<file path="src/rtl/core/sart_pkg.sv">
`default_nettype none

package sart_pkg;

  localparam int MAX_RANGES = 16;
  localparam int CNT_W      = $clog2(MAX_RANGES + 1);
  localparam int ADDR_W     = 32;

  localparam logic [ADDR_W-1:0] LIMIT_RESET = 32'hC000_0000;

  localparam logic FUNC_INSERT = 1'b0;
  localparam logic FUNC_FIND   = 1'b1;

  typedef logic [ADDR_W-1:0] addr_t;

  typedef enum logic [2:0] {
    ST_OK      = 3'd0,
    ST_INVALID = 3'd1,
    ST_OVERLAP = 3'd2,
    ST_FULL    = 3'd3,
    ST_MISS    = 3'd4
  } status_t;

  // One stored range.
  typedef struct packed {
    addr_t start_addr;
    addr_t end_addr;
    addr_t flags;
  } entry_t;

  // Controls handed from the top level to each cell.
  typedef struct packed {
    logic shift_en;
    logic prev_keep;
  } cell_ctl_t;

  // Compare results each cell reports back.
  typedef struct packed {
    logic keep;
    logic overlap;
    logic hit;
  } cell_stat_t;

endpackage

`default_nettype wire

</file>
<file path="src/rtl/core/sart_cell.sv">
`default_nettype none

module sart_cell (
  input  wire logic                 clk,
  input  wire logic                 occ,
  input  wire sart_pkg::addr_t      req_addr,
  input  wire sart_pkg::addr_t      req_end,
  input  wire sart_pkg::entry_t     prev_ent,
  input  wire sart_pkg::entry_t     new_ent,
  input  wire sart_pkg::cell_ctl_t  ctl,
  output sart_pkg::entry_t          ent,
  output sart_pkg::cell_stat_t      stat
);

  sart_pkg::entry_t ent_r;

  assign ent = ent_r;

  // A cell keeps its range when it lies ahead of the new start; the kept
  // cells always form a prefix of the chain since the table is sorted.
  assign stat.keep    = occ && (ent_r.start_addr < req_addr);
  assign stat.overlap = occ && (req_addr < ent_r.end_addr) && (req_end > ent_r.start_addr);
  assign stat.hit     = occ && (req_addr >= ent_r.start_addr) && (req_addr < ent_r.end_addr);

  always_ff @(posedge clk) begin
    if (ctl.shift_en && !stat.keep) begin
      ent_r <= ctl.prev_keep ? new_ent : prev_ent;
    end
  end

endmodule

`default_nettype wire

</file>
<file path="config.mk">
export PLATFORM = sky130hd
export DESIGN_NAME = sart_cell
export DESIGN_NICKNAME = d
export VERILOG_FILES = /design/src/rtl/core/sart_pkg.sv /design/src/rtl/core/sart_cell.sv
export SDC_FILE = /design/constraint.sdc
export NUM_CORES = 1
export LEC_CHECK = 0
export BUFFER_PORTS_ARGS = -buffer_cell sky130_fd_sc_hd__buf_2
export CORE_AREA = 4 4 137 139
export DETAILED_ROUTE_END_ITERATION = 6
export DIE_AREA = 0 0 141 143
export PLACE_DENSITY = 0.73
export SYNTH_ARGS = -nofsm -noshare
export SYNTH_HDL_FRONTEND = slang
export SYNTH_SLANG_ARGS = --single-unit
</file>
<file path="constraint.sdc">
create_clock -name clk -period 8.7 [get_ports clk]
set_input_delay 0.435 -clock clk [delete_from_list [all_inputs] [get_ports clk]]
set_output_delay 0.435 -clock clk [all_outputs]
set_load 0.1 [all_outputs]
</file>
After elaboration in Yosys (flattened, before gate mapping)

Index checks and enable logic that the tools add are counted.

Order comparisons: 4
Multiplexer cells: 1
Reductions and logical operators: 7

Operator list:

| operator             | number |
|---|---|
| 2-to-1 mux 96 bit    | 1 |
| < comparator 32 bit  | 2 |
| >= comparator 32 bit | 1 |
| > comparator 32 bit  | 1 |
| logical AND 1 bit    | 6 |
| zero test 1 bit      | 1 |

Bits in registers: 96
Bits of input ports: 260
Output and inout bits: 99
Logic and storage cells: 15

Logic depth before layout (Yosys ltp)

Depth in word-level cells: 4
Depth in mapped cells: 8
Depth with buffers taken out: 8

Least setup slack after synthesis

No wires, ideal clock.

Path type: register to output
From: reg ent_r (netlist bit ent[74])
To: out stat[1] (netlist name)
Arrival: 5.238 ns
Required time: 8.265 ns
Path slack: 3.027 ns
Cell stages (with the launch flop): 9
Buffers on the path: 0
Path through: edfxtp_1 > inv_1 > ha_1 > and4_1 > or4b_1 > a21oi_1 > a211oi_1 > o211a_1 > nor4_1

RTL lines:

| item                     | RTL line        | text |
|---|---|---|
| start: declaration       | sart_cell.sv:15 | `sart_pkg::entry_t ent_r;` |
| start signal: assignment | sart_cell.sv:27 | `ent_r <= ctl.prev_keep ? new_ent : prev_ent;` |
| end: declaration         | sart_cell.sv:12 | `output sart_pkg::cell_stat_t stat` |

Worst setup path after layout

From: reg ent_r (netlist bit ent[71])
To: reg ent_r (netlist bit ent[48]), enable pin

Word-level cells in the longest chain between the ends: 4

Ends and longest elaborated chain:

| item                | RTL line        | text |
|---|---|---|
| < comparator 32 bit | sart_cell.sv:21 | `assign stat.keep = occ && (ent_r.start_addr < req_addr);` |
| logical AND 1 bit   | sart_cell.sv:21 |  |
| zero test 1 bit     | sart_cell.sv:26 | `if (ctl.shift_en && !stat.keep) begin` |
| logical AND 1 bit   | sart_cell.sv:26 |  |

Every way passes these cells.
A chain may end at the register's enable or synchronous reset.

==> flow_summary.toml <==
[clock_network]
numCtsBuffers = 9
root_buffer = "clkbuf_16"
htree_levels = 3
clk_pin_slew_ns = 0.08
holdBufCountCts = 0
post_cts_resize_count = 0
post_cts_buffers = 0
clk-insertion-delay-late_ns = 0.35
clock_sinks = 96
cts.path.max_buffers = 2
cts_tree = "built"

[timing]
setup_violations = 0
maxSlewHeadroom = 0.5069
finalWorstSetupSlack_ns = 4.871
rsz0062_at_grt = "false"
final.setup_skew_ns = 0.01346
setup_tns_ns = 0
maxSlewViolCount = 0
finalCriticalPeriod_ns = 3.829
worst-slew-pin-transition_ns = 0.7396
fin_crit_sh = 0.4402
finalHoldViolCount = 0
fmaxAchievable_mhz = 261.1

[floorplan]
start_util = 0.3580
rows = 49
io_pins = 359
coreArea_sq_um = 17660
dieWidth_microns = 141
die_height_microns = 143
fp.dieArea_sq_um = 20160

[yosys]
synthesis.area_sq_um = 6321
synth_edf_count = 96
synthDistinctLibCells = 40
synth-seq-cells = 96
synth_flop_cell = "edfxtp_1"
netlist_instances = 507
syn_avg_cell_area_sq_um = 12.47
seq_area_frac_synth = 0.4561
yosysWarnings = 0
syn_nets = 862
async_reset_ff_frac = 0

[setup_path]
critical_path_class = "reg2reg"
cp-end-kind = "flop"
path_delay_family = "compound AO/OA/AOI/OAI gates"
cp_max_fo = 55
path_cells = "inv_1, ha_1, a21oi_1, a211oi_1, or4_4, a2111oi_2, o21a_4, buf_4"
critPathBufInv = 2
worst_path_max_delay_cell = "buf_4"
max_stage_delay_ns = 0.67
crit_required_ns = 8.68
worstSetupStartpointType = "flop"
arrival_ns = 3.81

[final_layout]
instances_no_fill = 1101
area_growth_syn_to_layout_pct = 37.13
finalInstanceArea_sq_um = 8668
fin_nets = 1222
drive_gt1_frac = 0.5476
largest_register_ffs = 96
post-route-util = 0.4909

[route]
drtPass1Iterations = 4
wl_microns = 19570
num_vias = 5280
ant_nets = 0
drc_errors = 0
wl_per_cell_microns = 17.77
via_per_inst = 4.796
drt_iter0_drc = 225

[power_and_ir_drop]
power_leakage_nw = 4.253
irDropWorstVdd_v = 0.00008710
power_density_nw_per_um2 = 176.3

[place]
preCtsSetupSlack_ns = 4.707
portBuffers = 358
gp_congestion = 0.8318
place_area_sq_um = 8383
dp_cells = 1085
dp_hpwl_microns = 16930

[grt]
grt_antenna_before_repair = 1
grtUsageMet1 = 0.2243
top_usage_layer = "met2"
overflow = 0
grtUsageMet2 = 0.3319
grt_use_total = 0.1854
grt_pass1_vias = 5373
use_met3 = 0.04421
grt_pass1_wl_microns = 28570
grt_max_degree = 63

[min_path]
hold_path.class = "in2reg"

[job]
max-cap-violations = 0

[status]
status = "finished clean"
## final timing paths
kind	slack [ns]	cells past startpoint	to	start
worst max-delay path	4.87	8	ent[48]	ent[71]
worst min-delay path	0.38	2	ent[90]	new_ent[90]
worst min register to register	1.52	5	ent[75]	ent[95]
worst max register to register	4.87	8	ent[48]	ent[71]
## layout by cell type (no fill, tap or decap), types with 3 or more instances in the layout
cell and n:
a211oi_1 3, a21o_1 9, a21oi_1 31, a221o_1 3, a221oi_1 4, and4_1 8
buf_2 357, buf_4 3, clkbuf_16 9, edfxtp_1 96, ha_1 95, inv_1 65
inv_6 3, mux2_2 96, nand2_1 22, nand3_1 12, nand4_1 10, nor2_1 4
nor4_1 4, o21ai_0 9
## synthesized netlist by cell type (4+ instances only)
cell	count	share of area
and4_1	8	0.011
a221oi_1	4	0.0055
nand3_1	12	0.0095
a21oi_1	31	0.025
inv_1	65	0.039
a21o_1	9	0.011
nor2_1	4	0.0024
nand2_1	22	0.013
nand4_1	10	0.0099
mux2_2	96	0.17
o21ai_0	9	0.0071
nor4_1	4	0.0040
edfxtp_1	96	0.46
ha_1	95	0.19
clkbuf_1	10	0.0059
## power by group
part / switching [W] / leakage, nW / total, W / internal, W
Combinational: 0.000408 / 3.19 / 0.000559 / 0.000150
Clock: 0.000194 / 0.141 / 0.000395 / 0.000200
Sequential: 0.0000162 / 0.924 / 0.000575 / 0.000558
## routing by layer
layer  part of all wire  vias up
li1                   -     2639
met1               0.40     2418
met2               0.51      204
met3              0.069       19
met4              0.017        0
met5                  0        -
## worst register-to-register path, stage by stage, from the launching register on
cell and delay (ns):
edfxtp_1 0.39, inv_1 0.11, ha_1 0.27, a21oi_1 0.22, a211oi_1 0.11, or4_4 0.52, a2111oi_2 0.55, o21a_4 0.57
buf_4 0.67
## stage by stage
stage / total power (W) / hold slack [ns]
6_report: 0.001528 / 0.3808
5_1_grt: 0.001600 / 0.3648
4_1_cts: 0.001544 / 0.3677
3_5_place_dp: 0.001147 / 0.7387
3_3_place_gp: 0.001138 / 0.7372
2_1_floorplan: 0.001002 / 0.6549
## kinds of logic after synthesis
| family | count (synthesis) | share of synthesized area |
|---|---|---|
| adders and majority gates | 95 | 0.1880 |
| and+or+nand+nor | 73 | 0.06572 |
| buffers and inverters | 76 | 0.04513 |
| DFF | 96 | 0.4561 |
| muxes | 96 | 0.1710 |
| AOI/OAI and AO/OA | 71 | 0.07403 |
## area by class of cell
cell class | count | area [sq um]
Tap cell | 229 | 286.5
Timing Repair Buffer | 360 | 1809
Antenna cell | 1 | 2.502
Clock buffer | 9 | 225.2
Fill cell | 1640 | 8989
Sequential cell | 96 | 2883
Inverter | 65 | 244.0
Clock inverter | 6 | 57.56
Multi-Input combinational cell | 335 | 3161
Note: power is estimated with default switching activity, not from simulation.
